`src/cps_pkg.sv`:
```
// Shared constants, types and codes of the class prediction smoother.
`timescale 1ns / 1ps
`default_nettype none

package cps_pkg;

    // Geometry
    localparam int WINDOW_DEPTH = 4;
    localparam int NUM_CLASSES  = 8;

    // Field widths
    localparam int LABEL_W      = 3;
    localparam int PROB_W       = 8;
    localparam int MIN_REP_W    = 3;
    localparam int THR_W        = 8;
    localparam int MIN_REPS_W   = 24;
    localparam int THRESHOLDS_W = 64;
    localparam int TDATA_W      = 16;
    localparam int CFG_INDEX_W  = 2;
    localparam int CFG_DATA_W   = 64;

    // Derived widths
    localparam int FILL_W    = $clog2(WINDOW_DEPTH + 1);
    localparam int IDX_W     = $clog2(WINDOW_DEPTH);
    localparam int SUM_W     = PROB_W + $clog2(WINDOW_DEPTH);
    localparam int ALU_W     = SUM_W + 1;
    localparam int DIV_CNT_W = $clog2(SUM_W + 1);
    localparam int PAD_W     = TDATA_W - LABEL_W - PROB_W;

    // Register reset values
    localparam logic [LABEL_W-1:0]      IDLE_LABEL_RST    = 3'd0;
    localparam logic [LABEL_W-1:0]      UNKNOWN_LABEL_RST = 3'd1;
    localparam logic [MIN_REPS_W-1:0]   MIN_REPS_RST      = 24'd7190208;
    localparam logic [THRESHOLDS_W-1:0] THRESHOLDS_RST    = 64'hCDB3_B3B3_B3B3_0000;

    // Configuration register indexes
    typedef enum logic [CFG_INDEX_W-1:0] {
        CFG_IDLE_LABEL    = 2'd0,
        CFG_UNKNOWN_LABEL = 2'd1,
        CFG_MIN_REPEATS   = 2'd2,
        CFG_THRESHOLDS    = 2'd3
    } cfg_index_t;

    // Sequencer states
    typedef enum logic [2:0] {
        ST_IDLE,
        ST_CHECK,
        ST_ACCUM,
        ST_DIVIDE,
        ST_COMPARE,
        ST_FINISH
    } state_t;

    // Shared unit operations
    typedef enum logic {
        ALU_ADD,
        ALU_SUB
    } alu_op_t;

    // Configuration register set
    typedef struct packed {
        logic [LABEL_W-1:0]      idle_label;
        logic [LABEL_W-1:0]      unknown_label;
        logic [MIN_REPS_W-1:0]   min_reps;
        logic [THRESHOLDS_W-1:0] thresholds;
    } cfg_t;

    // Window update controls
    typedef struct packed {
        logic               clear;
        logic               append;
        logic               set_run;
        logic [LABEL_W-1:0] run_label;
        logic [PROB_W-1:0]  prob;
    } win_ctrl_t;

endpackage

`default_nettype wire

```
`src/cps_window.sv`:
```
// Probability window shift line with fill count and current run label.
`timescale 1ns / 1ps
`default_nettype none

module cps_window (
    input  wire logic                      aclk,
    input  wire logic                      aresetn,
    input  wire cps_pkg::win_ctrl_t        ctrl,
    input  wire logic [cps_pkg::IDX_W-1:0] rd_idx,
    output logic [cps_pkg::FILL_W-1:0]     fill,
    output logic [cps_pkg::LABEL_W-1:0]    run_label,
    output logic [cps_pkg::PROB_W-1:0]     rd_data
);
    import cps_pkg::*;

    logic [PROB_W-1:0]  win_reg [WINDOW_DEPTH];
    logic [FILL_W-1:0]  fill_reg;
    logic [FILL_W-1:0]  fill_next;
    logic [LABEL_W-1:0] run_label_reg;
    logic [LABEL_W-1:0] run_label_next;

    // Shift in the newest probability; the oldest drops off the far end
    always_ff @(posedge aclk) begin
        if (ctrl.append) begin
            win_reg[0] <= ctrl.prob;
            for (int i = 1; i < WINDOW_DEPTH; i++) begin
                win_reg[i] <= win_reg[i-1];
            end
        end
    end

    // Next fill count and run label
    always_comb begin
        fill_next      = fill_reg;
        run_label_next = run_label_reg;
        if (ctrl.clear) begin
            fill_next = '0;
        end else if (ctrl.append && (fill_reg != FILL_W'(WINDOW_DEPTH))) begin
            fill_next = fill_reg + FILL_W'(1);
        end
        if (ctrl.set_run) begin
            run_label_next = ctrl.run_label;
        end
    end

    always_ff @(posedge aclk) begin
        if (!aresetn) begin
            fill_reg      <= '0;
            run_label_reg <= '0;
        end else begin
            fill_reg      <= fill_next;
            run_label_reg <= run_label_next;
        end
    end

    assign fill      = fill_reg;
    assign run_label = run_label_reg;
    assign rd_data   = win_reg[rd_idx];

endmodule

`default_nettype wire

```
`src/cps_alu.sv`:
```
// Shared add/subtract unit with unsigned greater-or-equal flag.
`timescale 1ns / 1ps
`default_nettype none

module cps_alu (
    input  wire logic [cps_pkg::ALU_W-1:0] a,
    input  wire logic [cps_pkg::ALU_W-1:0] b,
    input  wire cps_pkg::alu_op_t          op,
    output logic [cps_pkg::ALU_W-1:0]      result,
    output logic                           ge
);
    import cps_pkg::*;

    logic [ALU_W:0] diff;

    // Subtract one bit wider so the borrow shows a < b
    assign diff = {1'b0, a} - {1'b0, b};
    assign ge   = ~diff[ALU_W];

    always_comb begin
        case (op)
            ALU_ADD: result = a + b;
            ALU_SUB: result = diff[ALU_W-1:0];
            default: result = '0;
        endcase
    end

endmodule

`default_nettype wire

```
`src/cps_ctrl.sv`:
```
// Sequencer: classifies items, sums the window, divides and compares via the shared unit.
`timescale 1ns / 1ps
`default_nettype none

module cps_ctrl (
    input  wire logic                        aclk,
    input  wire logic                        aresetn,
    input  wire cps_pkg::cfg_t               cfg,
    // input beat
    input  wire logic                        s_tvalid,
    output logic                             s_tready,
    input  wire logic [cps_pkg::LABEL_W-1:0] s_label,
    input  wire logic [cps_pkg::PROB_W-1:0]  s_prob,
    // result beat
    output logic                             m_tvalid,
    input  wire logic                        m_tready,
    output logic [cps_pkg::LABEL_W-1:0]      m_label,
    output logic [cps_pkg::PROB_W-1:0]       m_prob,
    // window
    output cps_pkg::win_ctrl_t               win_ctrl,
    output logic [cps_pkg::IDX_W-1:0]        rd_idx,
    input  wire logic [cps_pkg::FILL_W-1:0]  fill,
    input  wire logic [cps_pkg::LABEL_W-1:0] run_label,
    input  wire logic [cps_pkg::PROB_W-1:0]  rd_data,
    // shared unit
    output logic [cps_pkg::ALU_W-1:0]        alu_a,
    output logic [cps_pkg::ALU_W-1:0]        alu_b,
    output cps_pkg::alu_op_t                 alu_op,
    input  wire logic [cps_pkg::ALU_W-1:0]   alu_result,
    input  wire logic                        alu_ge
);
    import cps_pkg::*;

    localparam int CMP_W = FILL_W + MIN_REP_W;

    state_t                 state_reg, state_next;
    logic [LABEL_W-1:0]     label_reg, label_next;
    logic [PROB_W-1:0]      prob_reg, prob_next;
    logic [FILL_W-1:0]      idx_reg, idx_next;
    logic [SUM_W-1:0]       acc_reg, acc_next;
    logic [FILL_W-1:0]      rem_reg, rem_next;
    logic [DIV_CNT_W-1:0]   cnt_reg, cnt_next;
    logic [LABEL_W-1:0]     res_label_reg, res_label_next;
    logic [PROB_W-1:0]      res_prob_reg, res_prob_next;
    logic                   m_valid_reg, m_valid_next;
    logic [LABEL_W-1:0]     m_label_reg, m_label_next;
    logic [PROB_W-1:0]      m_prob_reg, m_prob_next;

    logic [MIN_REP_W-1:0]   min_rep;
    logic [THR_W-1:0]       thr;
    logic [FILL_W:0]        trial;
    logic                   is_pass;
    logic                   is_out_of_range;

    // Per-class settings of the latched label
    assign min_rep = cfg.min_reps[MIN_REP_W*label_reg +: MIN_REP_W];
    assign thr     = cfg.thresholds[THR_W*label_reg +: THR_W];

    // Restoring division: bring down the next dividend bit
    assign trial = {rem_reg, acc_reg[SUM_W-1]};

    assign is_pass         = (s_label == cfg.idle_label) || (s_label == cfg.unknown_label);
    assign is_out_of_range = ({1'b0, s_label} >= (LABEL_W+1)'(NUM_CLASSES));

    // Next state and datapath control
    always_comb begin
        state_next     = state_reg;
        label_next     = label_reg;
        prob_next      = prob_reg;
        idx_next       = idx_reg;
        acc_next       = acc_reg;
        rem_next       = rem_reg;
        cnt_next       = cnt_reg;
        res_label_next = res_label_reg;
        res_prob_next  = res_prob_reg;
        m_valid_next   = m_valid_reg;
        m_label_next   = m_label_reg;
        m_prob_next    = m_prob_reg;

        win_ctrl           = '0;
        win_ctrl.run_label = s_label;
        win_ctrl.prob      = s_prob;
        rd_idx             = idx_reg[IDX_W-1:0];
        alu_a              = ALU_W'(acc_reg);
        alu_b              = '0;
        alu_op             = ALU_ADD;
        s_tready           = 1'b0;

        // Drop the result beat once taken
        if (m_valid_reg && m_tready) begin
            m_valid_next = 1'b0;
        end

        case (state_reg)
            ST_IDLE: begin
                s_tready = 1'b1;
                if (s_tvalid) begin
                    label_next       = s_label;
                    prob_next        = s_prob;
                    win_ctrl.set_run = 1'b1;
                    if (is_pass) begin
                        win_ctrl.clear = 1'b1;
                        res_label_next = s_label;
                        res_prob_next  = s_prob;
                        state_next     = ST_FINISH;
                    end else if (is_out_of_range) begin
                        win_ctrl.clear = 1'b1;
                        res_label_next = cfg.unknown_label;
                        res_prob_next  = s_prob;
                        state_next     = ST_FINISH;
                    end else if (run_label != s_label) begin
                        win_ctrl.clear = 1'b1;
                        state_next     = ST_CHECK;
                    end else begin
                        win_ctrl.append = 1'b1;
                        state_next      = ST_CHECK;
                    end
                end
            end
            ST_CHECK: begin
                if (CMP_W'(fill) < CMP_W'(min_rep)) begin
                    res_label_next = cfg.unknown_label;
                    res_prob_next  = prob_reg;
                    state_next     = ST_FINISH;
                end else begin
                    idx_next   = '0;
                    acc_next   = '0;
                    state_next = ST_ACCUM;
                end
            end
            ST_ACCUM: begin
                // Sum one window entry per cycle
                if (idx_reg == fill) begin
                    if (fill == '0) begin
                        state_next = ST_COMPARE;
                    end else begin
                        rem_next   = '0;
                        cnt_next   = DIV_CNT_W'(SUM_W);
                        state_next = ST_DIVIDE;
                    end
                end else begin
                    alu_a    = ALU_W'(acc_reg);
                    alu_b    = ALU_W'(rd_data);
                    alu_op   = ALU_ADD;
                    acc_next = alu_result[SUM_W-1:0];
                    idx_next = idx_reg + FILL_W'(1);
                end
            end
            ST_DIVIDE: begin
                // One quotient bit per cycle, shifted into the sum register
                alu_a    = ALU_W'(trial);
                alu_b    = ALU_W'(fill);
                alu_op   = ALU_SUB;
                acc_next = {acc_reg[SUM_W-2:0], alu_ge};
                rem_next = alu_ge ? alu_result[FILL_W-1:0] : trial[FILL_W-1:0];
                cnt_next = cnt_reg - DIV_CNT_W'(1);
                if (cnt_reg == DIV_CNT_W'(1)) begin
                    state_next = ST_COMPARE;
                end
            end
            ST_COMPARE: begin
                alu_a  = ALU_W'(acc_reg);
                alu_b  = ALU_W'(thr);
                alu_op = ALU_SUB;
                if (alu_ge) begin
                    res_label_next = label_reg;
                    res_prob_next  = acc_reg[PROB_W-1:0];
                end else begin
                    res_label_next = cfg.unknown_label;
                    res_prob_next  = prob_reg;
                end
                state_next = ST_FINISH;
            end
            ST_FINISH: begin
                // Hand the result to the output register when it is free
                if (!m_valid_reg || m_tready) begin
                    m_valid_next = 1'b1;
                    m_label_next = res_label_reg;
                    m_prob_next  = res_prob_reg;
                    state_next   = ST_IDLE;
                end
            end
            default: begin
                state_next = ST_IDLE;
            end
        endcase
    end

    // Control registers
    always_ff @(posedge aclk) begin
        if (!aresetn) begin
            state_reg   <= ST_IDLE;
            m_valid_reg <= 1'b0;
        end else begin
            state_reg   <= state_next;
            m_valid_reg <= m_valid_next;
        end
    end

    // Payload registers
    always_ff @(posedge aclk) begin
        label_reg     <= label_next;
        prob_reg      <= prob_next;
        idx_reg       <= idx_next;
        acc_reg       <= acc_next;
        rem_reg       <= rem_next;
        cnt_reg       <= cnt_next;
        res_label_reg <= res_label_next;
        res_prob_reg  <= res_prob_next;
        m_label_reg   <= m_label_next;
        m_prob_reg    <= m_prob_next;
    end

    assign m_tvalid = m_valid_reg;
    assign m_label  = m_label_reg;
    assign m_prob   = m_prob_reg;

endmodule

`default_nettype wire

```
`src/class_prediction_smoother_top.sv`:
```
// Top level of the class prediction smoother: ports, configuration registers, units.
// Path to m_tvalid: idle, unknown and out-of-range labels go straight to the handoff; a label
//   below the class minimum passes the check first; an empty window skips the divide; else
//   check, one sum per filled entry, 10 divide steps, compare, handoff.
// One item at a time, taken once the last is handed off; the add/subtract unit sets the pace.
// Reset: aresetn is synchronous, active low; it empties the window, clears the run label
//   and loads the registers with their defaults. No clearing pass is needed.
`timescale 1ns / 1ps
`default_nettype none

module class_prediction_smoother_top (
    input  wire logic                            aclk,
    input  wire logic                            aresetn,
    // input stream
    input  wire logic                            s_tvalid,
    output logic                                 s_tready,
    input  wire logic [cps_pkg::TDATA_W-1:0]     s_tdata,   // class_label, probability
    // result stream
    output logic                                 m_tvalid,
    input  wire logic                            m_tready,
    output logic [cps_pkg::TDATA_W-1:0]          m_tdata,   // out_label, out_probability
    // configuration writes
    input  wire logic                            cfg_valid,
    output logic                                 cfg_ready,
    input  wire logic [cps_pkg::CFG_INDEX_W-1:0] cfg_index,
    input  wire logic [cps_pkg::CFG_DATA_W-1:0]  cfg_data
);
    import cps_pkg::*;

    cfg_t               cfg_reg, cfg_next;
    win_ctrl_t          win_ctrl;
    logic [IDX_W-1:0]   rd_idx;
    logic [FILL_W-1:0]  fill;
    logic [LABEL_W-1:0] run_label;
    logic [PROB_W-1:0]  rd_data;
    logic [ALU_W-1:0]   alu_a;
    logic [ALU_W-1:0]   alu_b;
    alu_op_t            alu_op;
    logic [ALU_W-1:0]   alu_result;
    logic               alu_ge;
    logic [LABEL_W-1:0] m_label;
    logic [PROB_W-1:0]  m_prob;

    assign cfg_ready = 1'b1;

    // Decode a configuration beat
    always_comb begin
        cfg_next = cfg_reg;
        if (cfg_valid) begin
            case (cfg_index_t'(cfg_index))
                CFG_IDLE_LABEL:    cfg_next.idle_label    = cfg_data[LABEL_W-1:0];
                CFG_UNKNOWN_LABEL: cfg_next.unknown_label = cfg_data[LABEL_W-1:0];
                CFG_MIN_REPEATS:   cfg_next.min_reps      = cfg_data[MIN_REPS_W-1:0];
                CFG_THRESHOLDS:    cfg_next.thresholds    = cfg_data[THRESHOLDS_W-1:0];
                default:           cfg_next = cfg_reg;
            endcase
        end
    end

    always_ff @(posedge aclk) begin
        if (!aresetn) begin
            cfg_reg.idle_label    <= IDLE_LABEL_RST;
            cfg_reg.unknown_label <= UNKNOWN_LABEL_RST;
            cfg_reg.min_reps      <= MIN_REPS_RST;
            cfg_reg.thresholds    <= THRESHOLDS_RST;
        end else begin
            cfg_reg <= cfg_next;
        end
    end

    cps_ctrl u_ctrl (
        .aclk       (aclk),
        .aresetn    (aresetn),
        .cfg        (cfg_reg),
        .s_tvalid   (s_tvalid),
        .s_tready   (s_tready),
        .s_label    (s_tdata[LABEL_W-1:0]),
        .s_prob     (s_tdata[LABEL_W +: PROB_W]),
        .m_tvalid   (m_tvalid),
        .m_tready   (m_tready),
        .m_label    (m_label),
        .m_prob     (m_prob),
        .win_ctrl   (win_ctrl),
        .rd_idx     (rd_idx),
        .fill       (fill),
        .run_label  (run_label),
        .rd_data    (rd_data),
        .alu_a      (alu_a),
        .alu_b      (alu_b),
        .alu_op     (alu_op),
        .alu_result (alu_result),
        .alu_ge     (alu_ge)
    );

    cps_window u_window (
        .aclk      (aclk),
        .aresetn   (aresetn),
        .ctrl      (win_ctrl),
        .rd_idx    (rd_idx),
        .fill      (fill),
        .run_label (run_label),
        .rd_data   (rd_data)
    );

    cps_alu u_alu (
        .a      (alu_a),
        .b      (alu_b),
        .op     (alu_op),
        .result (alu_result),
        .ge     (alu_ge)
    );

    // Pack the result beat, padding to whole bytes
    assign m_tdata = {{PAD_W{1'b0}}, m_prob, m_label};

endmodule

`default_nettype wire

```
`config.mk`:
```
export PLATFORM = sky130hd
export DESIGN_NAME = class_prediction_smoother_top
export DESIGN_NICKNAME = d
export VERILOG_FILES = /design/src/cps_pkg.sv /design/src/cps_window.sv /design/src/cps_alu.sv /design/src/cps_ctrl.sv /design/src/class_prediction_smoother_top.sv
export SDC_FILE = /design/constraint.sdc
export NUM_CORES = 1
export LEC_CHECK = 0
export BUFFER_PORTS_ARGS = -buffer_cell sky130_fd_sc_hd__buf_4
export CAP_MARGIN = 20
export CORE_MARGIN = 3
export CORE_UTILIZATION = 50
export DETAILED_ROUTE_END_ITERATION = 16
export PLACE_DENSITY = 0.82
export SLEW_MARGIN = 0
export SYNTH_ARGS = -nofsm -noshare
export SYNTH_HDL_FRONTEND = slang
export SYNTH_SLANG_ARGS = --single-unit
```
`constraint.sdc`:
```
create_clock -name aclk -period 9.1 [get_ports aclk]
set_clock_uncertainty 0.05 [all_clocks]
set_input_delay 0.91 -clock aclk [delete_from_list [all_inputs] [get_ports aclk]]
set_output_delay 0.91 -clock aclk [all_outputs]
set_load 0.01 [all_outputs]
```
## Yosys cells after proc, flatten, opt, wreduce, memory -nomap -nowiden

Memory sizes are Yosys's and may differ from the RTL's. A register that Yosys moved wholly into a read port is not among the register bits.
Index checks and enable logic that the tools add are counted.

- Flip-flop bits (word level): 157
- Bits in writable memories: 32
- Input bits: 87
- Output and inout port bits: 19
- Logic and storage cells: 128
- Memories: 1

Memories:

| name | words | bits a word | rd ports | clocked after Yosys merged registers in | wr ports | RTL line | RTL |
|---|---|---|---|---|---|---|---|
| u_window.win_reg | 4 | 8 | 4 | 1 | 4 | cps_window.sv:16 | `logic [PROB_W-1:0] win_reg [WINDOW_DEPTH];` |

- Add/subtract/negate cells: 5
- Multiply operators: 1
- Order comparisons: 1
- Equal/unequal tests: 23
- Shifts and indexed selects: 2
- Muxes and demuxes: 49
- Bitwise gates (word level): 3
- Reduce and logical (&&, ||, !) cells: 25

Operators with widths:

| kind | count |
|---|---|
| 64-bit by 7-bit variable part select with 8-bit output | 1 |
| 3-bit two-way mux | 18 |
| 8-bit case mux with 3 select lines | 2 |
| 8-bit two-way mux | 5 |
| 10-bit two-way mux | 3 |
| 10-bit case mux with 3 select lines | 1 |
| 24-bit by 6-bit variable part select with 3-bit output | 1 |
| 10-bit case mux with 2 select lines | 1 |
| 3-bit case mux with 6 select lines | 1 |
| 3-bit case mux with 2 select lines | 2 |
| 2-bit AND reduction | 6 |
| 1-bit two-way mux | 11 |
| 10-bit by 8-bit subtractor with 11-bit output | 1 |
| 10-bit adder | 1 |
| 2-bit by 1-bit != test with 1-bit output (second input constant) | 5 |
| 3-bit equality test | 3 |
| 3-bit case mux with 3 select lines | 1 |
| 3-bit AND reduction | 3 |
| 4-bit two-way mux | 2 |
| 2-bit != test (second input constant) | 4 |
| 4-bit case mux with 2 select lines | 1 |
| 4-bit AND reduction | 2 |
| 3-bit by 1-bit adder with 3-bit output (second input constant) | 2 |
| 3-bit by 2-bit equality test with 1-bit output (second input constant) | 2 |
| 20 further kinds | 30 |

## Longest topological paths before layout

Gate-level depths: netlist of run 1.

- Word-level depth: 7
- Gate-level depth with buffers: 17
- Gate-level depth less buffers: 14

## Hierarchy

Synthesis of run 1 repeated with hierarchy kept, for this count alone.

- Cell total of the unflattened synthesis: 925
- Area, all modules: 10044.6 sq um

By module, submodules not included:

| module | times used | cells an instance | area each (sq um) | seq. area each (sq um) |
|---|---|---|---|---|
| class_prediction_smoother_top | 1 | 413 | 3843.7 | 1881.8 |
| cps_ctrl | 1 | 313 | 3783.6 | 1671.6 |
| cps_window | 1 | 68 | 1441.4 | 1081.0 |
| cps_alu | 1 | 131 | 975.9 | 0.0 |

## Least setup slack after synthesis of run 1

OpenSTA, ideal clock, no wires.

- Kind: register -> register
- From: register u_ctrl.label_reg[0]
- To: register u_ctrl.res_label_reg[0] (data pin)
- Library setup time: 0.266 ns
- Arrival time: 3.185 ns
- Data required time: 8.784 ns
- Slack: 5.599 ns
- Stages on the path, launching flop included: 16
- Buffers on the path: 4
- Period minus slack after synthesis: 3.501 ns
- Path through: edfxtp_1 -> buf_6 -> buf_2 -> mux4_2 -> mux2i_1 -> nor2_1 -> a221o_1 -> ha_1 -> clkbuf_1 -> nor2b_1 -> o21bai_1 -> nand3_2 -> a21oi_4 -> buf_12 -> mux2i_1 -> o21ai_1

- Cells in the longest elaborated chain, start to end: 5

Ends and longest elaborated chain:

| item | RTL line | RTL |
|---|---|---|
| start, declared | cps_ctrl.sv:37 | `logic [LABEL_W-1:0] label_reg, label_next;` |
| start signal, assigned | cps_ctrl.sv:202 | `label_reg <= label_next;` |
| 64-bit by 7-bit variable part select with 8-bit output | cps_ctrl.sv:57 | `assign thr = cfg.thresholds[THR_W*label_reg +: THR_W];` |
| 8-bit case mux with 3 select lines | cps_ctrl.sv:94 | `case (state_reg)` |
| 10-bit by 8-bit subtractor with 11-bit output | cps_alu.sv:17 | `assign diff = {1'b0, a} - {1'b0, b};` |
| 3-bit two-way mux (*) | cps_ctrl.sv:165 | `if (alu_ge) begin` |
| 3-bit case mux with 3 select lines (*) | cps_ctrl.sv:94 |  |
| named net u_ctrl.res_label_next[0] | cps_ctrl.sv:43 | `logic [LABEL_W-1:0] res_label_reg, res_label_next;` |
| end signal, assigned | cps_ctrl.sv:208 | `res_label_reg <= res_label_next;` |
| end, declared | cps_ctrl.sv:43 |  |

Mark *: on every way through the listed nets, which the timed path passes. The rest lies on a longest branch.
A chain may end at the register's enable or synchronous reset.

## Worst setup path in the final report of run 1

- From: register u_ctrl.label_reg[0]
- To: register u_ctrl.res_prob_reg[1] (data pin)

- Cells in the longest elaborated chain, start to end: 5

Ends and longest elaborated chain:

| item | RTL line | RTL |
|---|---|---|
| 64-bit by 7-bit variable part select with 8-bit output | cps_ctrl.sv:57 |  |
| 8-bit case mux with 3 select lines | cps_ctrl.sv:94 |  |
| 10-bit by 8-bit subtractor with 11-bit output | cps_alu.sv:17 |  |
| 8-bit two-way mux | cps_ctrl.sv:165 |  |
| 8-bit case mux with 3 select lines | cps_ctrl.sv:94 |  |
| named net u_ctrl.res_prob_next[1] | cps_ctrl.sv:44 | `logic [PROB_W-1:0] res_prob_reg, res_prob_next;` |
| end signal, assigned | cps_ctrl.sv:209 | `res_prob_reg <= res_prob_next;` |
| end, declared | cps_ctrl.sv:44 |  |

The timed path passes the listed nets, and every way through them passes these cells.

==> results of run 1 <==
routing by layer:
layer	vias up	routed length, microns	track usage
met5	-	0	0
met4	0	580	0.08081
met3	47	1691	0.04752
met2	319	10670	0.3655
met1	3445	9060	0.2931
li1	3410	-	-
worst register-to-register path, delay by kind of cell (launching register included):
family                   cells  cell delay (ns)
AO/OA/AOI/OAI                4             1.23
adder cells (fa/ha/maj)      1             0.41
buffers and inverters        1             0.42
multiplexers                 3             1.07
AND/OR/NAND/NOR              3             0.39
flip-flops                   1             0.71
final timing paths:
check	startpoint	endpoint	slack [ns]
worst max register to register	u_ctrl.label_reg[0]	u_ctrl.res_prob_reg[1]	4.60
worst max-delay path	u_ctrl.label_reg[0]	u_ctrl.res_prob_reg[1]	4.60
worst min-delay path	u_ctrl.res_prob_reg[6]	u_ctrl.m_prob[6]	0.37
worst min register to register	u_ctrl.res_prob_reg[6]	u_ctrl.m_prob[6]	0.37
final cells by class:
class | count | area, sq um | share of cell area
clock buffers | 25 | 549.3 | 0.05170
flip-flops and latches | 191 | 4674 | 0.4399
multi-input cells | 660 | 4183 | 0.3937
inverters | 25 | 93.84 | 0.008832
clock inverters | 7 | 45.04 | 0.004239
well taps | 229 | 286.5 | 0.02697
repair buffers | 104 | 793.3 | 0.07466
power groups by stage:
stage	Sequential [uW]	Clock [uW]	Combinational [uW]
detailed placement	1030	0	358
finish	1010	739	364
global route	1020	778	398
CTS	1010	748	361
floorplan	1000	0	273
global placement	1030	0	350
through the flow:
step / hold slack [ns] / cells / area (sq um) / total power, uW
floorplan: 0.3503 / 941 / 9251 / 1275
global placement: 0.3532 / 1208 / 10010 / 1377
detailed placement: 0.3545 / 1208 / 10010 / 1389
CTS: 0.3699 / 1240 / 10610 / 2121
global route: 0.3776 / 1241 / 10630 / 2196
finish: 0.3694 / 1241 / 10630 / 2117
placed cells by master, fill, tap and decap left out, types with 20 or more instances in the layout:
cell type / n
a21oi_1: 84
buf_4: 103
clkbuf_16: 20
dfxtp_1: 106
edfxtp_1: 85
ha_1: 23
inv_1: 24
mux2i_1: 38
mux4_2: 24
nand2_1: 221
nand3_1: 50
nor2_1: 48
cells by family after synthesis:
logic type | Yosys count | share of synthesized area
DFF | 191 | 0.5061
adders and majority gates | 23 | 0.03116
AOI/OAI and AO/OA | 171 | 0.1166
buffers and inverters | 90 | 0.04335
and+or+nand+nor | 369 | 0.1706
muxes | 70 | 0.1107
xor gates and xnor gates | 21 | 0.02073
other | 2 | 0.0008131
==> impl_metrics.tcl, run 1 <==
set metrics [dict create \
    status "finished, final reports clean" \
    final_nets 1109 \
    required_ns 9.22 \
    clk_latency_ns 0.44 \
    cpPeakStageDelay_ns 0.71 \
    cp.depth 12 \
    vdd_drop_max_mv 0.1666 \
    crit_top_cell "mux2i_1" \
    via_per_inst 5.819 \
    portBuffers 94 \
    critPathKind "flip-flop to flip-flop" \
    cp-start-kind "flip-flop" \
    postRouteWirelength_microns 22000 \
    arrival_ns 4.63 \
    ys_top_cells_by_area "edfxtp_1 28%, dfxtp_1 23%, nand2_1 9.0%, mux4_2 5.9%, a21oi_1 4.6%" \
    synthArstFlopShare 0 \
    crit_chain "buf_4, mux4_2, mux2i_1, nor2_1, a221o_1, ha_1, nor2b_1, o21bai_1, nand3_2, a21oi_4, mux2i_1, o21ai_1" \
    post_cts_buffers 0 \
    p_per_area_nw_per_um2 199.2 \
    fmax_mhz 222.0 \
    cts_tree "yes" \
    cap_violations 0 \
    core_sq_um 18020 \
    crit_fanout 16 \
    critPathSlowestCell "edfxtp_1" \
    hp-class "flip-flop to flip-flop" \
    yosysTopAreaCell "edfxtp_1" \
    wl_per_cell_microns 17.73 \
    finalSetupViolations 0 \
    drt_pass1_iterations 5 \
    synth_top_area_frac 0.2763 \
    grt_antenna_before_repair 0 \
    p_sw_frac 0.2716 \
    fin_tns_setup_ns 0 \
    area_growth_syn_to_layout_pct 15.04 \
    period_minus_slack_ns 4.505 \
    ioPinCount 106 \
    setup_slack_ns 4.595 \
    grt_usage 0.2226 \
    drive_above_1_share 0.1789 \
    syn-mean-instance-area_sq_um 9.857 \
    synth_common_cells "221 x nand2_1, 106 x dfxtp_1, 85 x edfxtp_1" \
    die_area_sq_um 20140 \
    start_util 0.5124 \
    finalCritPeriodShare 0.4950 \
    yosysMostFrequentCell "nand2_1" \
    timing.critical_path.buf_inv 1 \
    ant_nets 0 \
    postSynthCellCount 937 \
    grt_pass1_vias 7005 \
    drt_iter0_drc 712 \
    synth_ff_type "dfxtp_1" \
    htree_num_levels 4 \
    cts_root_buf "clkbuf_16" \
    yosys_register_bits 191 \
    grt_pass1_wl_microns 35510 \
    p_int_uw 1542 \
    via_count 7221 \
    rows 49 \
    overflow 0 \
    cts_resized 0 \
    synth.distinct_cells 65 \
    p_seq_frac 0.479 \
    clkPwrFrac 0.349 \
    clockBufferDepth 2 \
    synth-edff-count 85 \
    slew-limit-headroom 0.2630 \
    rsz0062_at_grt "false" \
    diodes 0 \
    cts.clk_slew.worst_paths_ns 0.06 \
    finalHoldViolations 0 \
    grt_start_max_net_pins 65 \
    ys_warn_count 0 \
    largest_reg_flops 94 \
    maxSlewViolCount 0 \
    worstHoldPathCells 0 \
    p_sw_uw 575.0 \
    cts_sinks 191 \
    critical_path.top_delay_family "compound AO/OA/AOI/OAI gates" \
    drc 0 \
    final_core_util 0.5895 \
    ctsHoldBuffers 0 \
    syn_area_sq_um 9236 \
    dp.final_hpwl_microns 15120 \
    fp.dieW_microns 141.9 \
    critPathCaptureType "flip-flop" \
    yosysSeqAreaShare 0.5061 \
    place_ws_ns 4.606 \
    cts_made_buffers 17 \
    p_leak_uw 0.004227 \
    pwr-share-comb 0.172 \
    worst_pin_slew_ns 1.101 \
    n_fill_cell 1526 \
    gp_congestion 0.8846 \
    reg2reg_depth 12 \
    die_h_microns 141.9 \
]
Note: power is estimated with default switching activity, not from simulation.
==> run 2: changes to the inputs <==
- clock period: 9.1 -> 4.2 ns (I/O delays scaled with it)
==> impl_metrics.tcl, run 2 (same netlist as run 1, synthesis figures left out) <==
set metrics [dict create \
    grt_pass1_vias 7079 \
    ant_nets 0 \
    clockBufferDepth 2 \
    status "finished, final reports clean" \
    wl_per_cell_microns 18.16 \
    core_sq_um 18020 \
    cts_made_buffers 17 \
    crit_fanout 16 \
    cts_tree "yes" \
    period_minus_slack_ns 3.976 \
    pwr-share-comb 0.182 \
    drt_pass1_iterations 5 \
    final_area_sq_um 10780 \
    start_util 0.5124 \
    grt_start_max_net_pins 50 \
    clk_latency_ns 0.43 \
    vdd_drop_max_mv 0.3339 \
    fmax_mhz 251.5 \
    ctsHoldBuffers 0 \
    via_per_inst 5.814 \
    p_per_area_nw_per_um2 428.3 \
    p_seq_frac 0.474 \
    worst_pin_slew_ns 0.8869 \
    critPathCaptureType "flip-flop" \
    cpPeakStageDelay_ns 0.65 \
    via_count 7332 \
    p_int_uw 3356 \
    required_ns 4.32 \
    drc 0 \
    clkPwrFrac 0.344 \
    portBuffers 94 \
    area_growth_syn_to_layout_pct 16.69 \
    die_h_microns 141.9 \
    place_area_sq_um 10170 \
    cap_violations 0 \
    cts_sinks 191 \
    rsz0062_at_grt "false" \
    fp.dieW_microns 141.9 \
    critPathKind "flip-flop to flip-flop" \
    p_sw_uw 1260 \
    grt_antenna_before_repair 0 \
    arrival_ns 4.10 \
    largest_reg_flops 94 \
    die_area_sq_um 20140 \
    startpoint "u_ctrl.label_reg[0]" \
    cts.clk_slew.worst_paths_ns 0.07 \
    overflow 0 \
    final_common_cell "nand2_1" \
    finalHoldViolations 0 \
    p_leak_uw 0.004325 \
    diodes 0 \
    hp-start "cfg_data[62]" \
    slew-limit-headroom 0.4051 \
    hp-class "input pin to flip-flop" \
    critPathSlowestCell "a21oi_4" \
    fin_tns_setup_ns 0 \
    finalCritPeriodShare 0.9466 \
    ioPinCount 106 \
    cts_root_buf "clkbuf_16" \
    finalSetupViolations 0 \
    postRouteWirelength_microns 22900 \
    drive_above_1_share 0.1948 \
    r2r-start "u_ctrl.label_reg[0]" \
    final_cell_mix "221 x nand2_1, 122 x buf_4, 106 x dfxtp_1" \
    grt_pass1_wl_microns 36650 \
    crit_top_cell "mux2i_1" \
    final_nets 1129 \
    cp-start-kind "flip-flop" \
    finalPower_uw 4616 \
    p_sw_frac 0.2730 \
    grt_usage 0.2299 \
    htree_num_levels 4 \
    gp_congestion 0.9242 \
    maxSlewViolCount 0 \
    crit_chain "buf_12, mux4_2, mux2i_1, nor2_1, a221o_1, ha_1, nor2b_1, o21bai_1, nand3_2, a21oi_4, mux2i_1, o21ai_1" \
    drt_iter0_drc 666 \
    dp.final_hpwl_microns 16320 \
    rows 49 \
]
## run 2: changes by cell type in the layout (fill, tap and decap cells not counted)
cell	delta
clkbuf_2	+1
clkbuf_8	+1
buf_12	+1
inv_6	+1
buf_4	+19
clkbuf_16	-1
clkinv_2	-2
inv_4	+1
clkinv_4	-1
## run 2: path summary, 6_finish.rpt
| kind | end | slack [ns] | cells past startpoint |
|---|---|---|---|
| worst min register to register | u_ctrl.m_prob[7] | 0.37 | 0 |
| worst max-delay path | u_ctrl.res_prob_reg[6] | 0.22 | 12 |
| worst min-delay path | cfg_reg[62] | 0.14 | 3 |
| worst max register to register | u_ctrl.res_prob_reg[6] | 0.22 | 12 |
## run 2: repair_timing
action	in CTS	in global routing
setup endpoints to repair	0	8
gates resized for setup	0	0
buffers inserted	0	1
## run 2: metal layers
metal	share of wire	GRT usage	up-vias
met5	0	0	-
met4	0.024	0.07273	0
met3	0.074	0.04415	53
met2	0.50	0.3887	321
met1	0.40	0.3006	3496
li1	-	-	3462
## run 2: final cells by class
type	instances	area, sq um
multi-input cells	660	4183
inverters	25	93.84
clock inverters	6	41.29
well taps	229	286.5
fillers	1513	7247
clock buffers	26	543.0
repair buffers	124	955.9
flip-flops and latches	191	4674
## run 2: power by group through the flow
stage          Combinational [uW]  Clock, uW  Sequential [uW]
2_1_floorplan                 591          0             2170
3_3_place_gp                  797          0             2220
3_5_place_dp                  822          0             2230
4_1_cts                       829       1610             2190
5_1_grt                       917       1690             2200
6_report                      841       1590             2190
## run 2: worst max-delay path: cells and delay by family (launching register included)
| family | cells | cell delay (ns) |
|---|---|---|
| AND/OR/NAND/NOR | 3 | 0.37 |
| adder cells (fa/ha/maj) | 1 | 0.41 |
| multiplexers | 3 | 1.03 |
| buffers and inverters | 1 | 0.16 |
| flip-flops | 1 | 0.49 |
| AO/OA/AOI/OAI | 4 | 1.19 |
## run 2: stage by stage
step,setup slack [ns],util,std cells,hold slack (ns)
finish,0.2242,0.5979,1261,0.1395
global route,0.01075,0.5979,1261,0.1332
CTS,0.1532,0.5968,1260,0.1290
detailed placement,0.2007,0.5644,1228,0.3605
global placement,0.2867,0.5644,1228,0.3515
floorplan,0.6992,-,941,0.3503
==> run 3: changes to the inputs <==
- ABC_AREA: unset -> 1
==> impl_metrics.tcl, run 3 <==
set metrics [dict create \
    status "finished, final reports clean" \
    top_layer_used "met4" \
    timing.critical_path.buf_inv 3 \
    postSynthCellCount 1190 \
    ioPinCount 106 \
    hp-start "cfg_data[29]" \
    synth.distinct_cells 49 \
    critPathSlowestCell "edfxtp_1" \
    period_minus_slack_ns 3.768 \
    grt_pass1_vias 7985 \
    synth-edff-count 85 \
    critPathKind "flip-flop to flip-flop" \
    yosysSeqAreaShare 0.4936 \
    wl_per_cell_microns 16.61 \
    post_cts_buffers 0 \
    cts_made_buffers 17 \
    cts.clk_slew.worst_paths_ns 0.07 \
    worst_pin_slew_ns 1.020 \
    dpl.cell_count 1465 \
    synth_top_area_frac 0.2695 \
    cts_tree "yes" \
    finalCritPeriodShare 0.8972 \
    area_growth_syn_to_layout_pct 15.22 \
    cp.depth 14 \
    die_h_microns 143.6 \
    rows 49 \
    overflow 0 \
    rsz0062_at_grt "false" \
    gp_congestion 0.9276 \
    final_core_util 0.5972 \
    yosysMostFrequentCell "nand2_1" \
    crit_fanout 37 \
    arrival_ns 3.96 \
    critPathCaptureType "flip-flop" \
    wl_met1_microns 10570 \
    ant_nets 0 \
    postRouteWirelength_microns 24860 \
    drt_pass1_iterations 5 \
    die_area_sq_um 20630 \
    htree_num_levels 4 \
    cts_root_buf "clkbuf_16" \
    drt_iter0_drc 874 \
    drive_above_1_share 0.1380 \
    r2r-start "u_ctrl.label_reg[0]" \
    holdWs_ns 0.1266 \
    largest_reg_flops 94 \
    diodes 0 \
    maxSlewViolCount 0 \
    cts_sinks 191 \
    yosysTopAreaCell "edfxtp_1" \
    ys_warn_count 0 \
    startpoint "u_ctrl.label_reg[0]" \
    required_ns 4.39 \
    grt_start_max_net_pins 77 \
    synth_common_cells "247 x nand2_1, 146 x nor2_1, 127 x o21ai_0" \
    dp.final_hpwl_microns 17340 \
    reg2reg_depth 14 \
    grt_antenna_before_repair 0 \
    ctsHoldBuffers 0 \
    clk_latency_ns 0.45 \
    synth_ff_type "dfxtp_1" \
    critical_path.top_delay_family "simple AND/OR/NAND/NOR gates" \
    start_util 0.5184 \
    fp.dieW_microns 143.6 \
    fin_cells 1497 \
    drc 0 \
    core_sq_um 18270 \
    cpPeakStageDelay_ns 0.75 \
    crit_chain "inv_4, o21ai_0, nand3_1, a32o_1, nor2_1, inv_1, ha_1, nor2_1, inv_1, nor3_4, nand3_2, nand2_4, nor2_1, o21bai_1" \
    via_per_inst 5.588 \
    syn_area_sq_um 9470 \
    final_nets 1366 \
    grt_usage 0.2447 \
    finalHoldViolations 0 \
    vdd_drop_max_mv 0.3373 \
    slew-limit-headroom 0.3128 \
    fin_tns_setup_ns 0 \
    cap_violations 0 \
    clockBufferDepth 2 \
    final_common_cell "nand2_1" \
    wl_met2_microns 11820 \
    cp-start-kind "flip-flop" \
    finalSetupViolations 0 \
    fmax_mhz 265.4 \
    ys_top_cells_by_area "edfxtp_1 27%, dfxtp_1 22%, nand2_1 9.8%, o21ai_0 6.7%, nor2_1 5.8%" \
    grt_pass1_wl_microns 39580 \
    r2r_setup_slack_ns 0.43 \
    crit_path_end "u_ctrl.res_label_reg[0]" \
    cts_resized 0 \
    met3_length_microns 1910 \
    synthArstFlopShare 0 \
    syn-mean-instance-area_sq_um 7.958 \
    via_count 8365 \
    crit_top_cell "nor2_1" \
    portBuffers 94 \
    finalPower_uw 5053 \
    r2r-end "u_ctrl.res_label_reg[0]" \
    hp-class "input pin to flip-flop" \
    yosys_register_bits 191 \
    final_cell_mix "247 x nand2_1, 144 x nor2_1, 127 x o21ai_0" \
    p_leak_uw 0.004861 \
    p_per_area_nw_per_um2 463.0 \
]
==> run 3: cell types whose count changed after synthesis, moves of 11 or more <==
cell and change:
a21oi_1 -16, a22oi_1 -11, inv_1 +93, mux2i_1 -37, mux4_2 -24, nand2_1 +26
nand3_1 +42, nor2_1 +98, o211ai_1 +12, o21ai_0 +113, o21bai_1 +11
==> run 3: layer usage <==
layer  global-route usage  vias up
met3              0.05757       48
li1                     -     4049
met5                    0        -
met2               0.3990      363
met4              0.08375        0
met1               0.3220     3905
==> run 3: tightest hold or removal path, cell delays in order <==
cell and delay (ns):
buf_4 0.08, nand2_1 0.04, nand3_1 0.06
==> run 3: metrics by stage <==
step	worst slack, ns	area [sq um]
final	0.4319	10910
after global routing	0.1753	10910
after CTS	0.4932	10890
after detailed placement	0.5855	10300
after global placement	0.6242	10300
after floorplan	0.6325	9485
==> run 3: how the worst min path moves through the flow <==
stage / to / slack (ns) / cells after the start
final: cfg_reg[29] / 0.13 / 3
after global routing: u_window.win_reg[0][4] / 0.12 / 1
after CTS: cfg_reg[29] / 0.12 / 3
after detailed placement: u_ctrl.m_prob[3] / 0.36 / 0
after global placement: u_ctrl.m_prob[6] / 0.35 / 0
after floorplan: u_ctrl.m_label[0] / 0.35 / 0
==> run 3: final cells by class <==
class	instances	area (sq um)
Sequential cell	191	4674
Fill cell	1599	7358
Clock buffer	22	506.7
Timing Repair Buffer	110	850.8
Multi-Input combinational cell	810	4036
Tap cell	229	286.5
Inverter	126	475.5
Clock inverter	9	81.33
==> run 3: cells by family after synthesis <==
logic type / share of synthesized area
flops: 0.4936
compound gates: 0.1456
simple gates: 0.2346
buf+inv: 0.08284
mux: 0.001057
xor+xnor: 0.01110
fa+ha+maj: 0.03039
other cells: 0.0007930
==> run 3: where the power goes <==
part           switching [uW]  internal (uW)  total, uW
logic                     794            399       1190
clock network             718            895       1610
registers                99.4           2150       2250
total                    1610           3440       5050
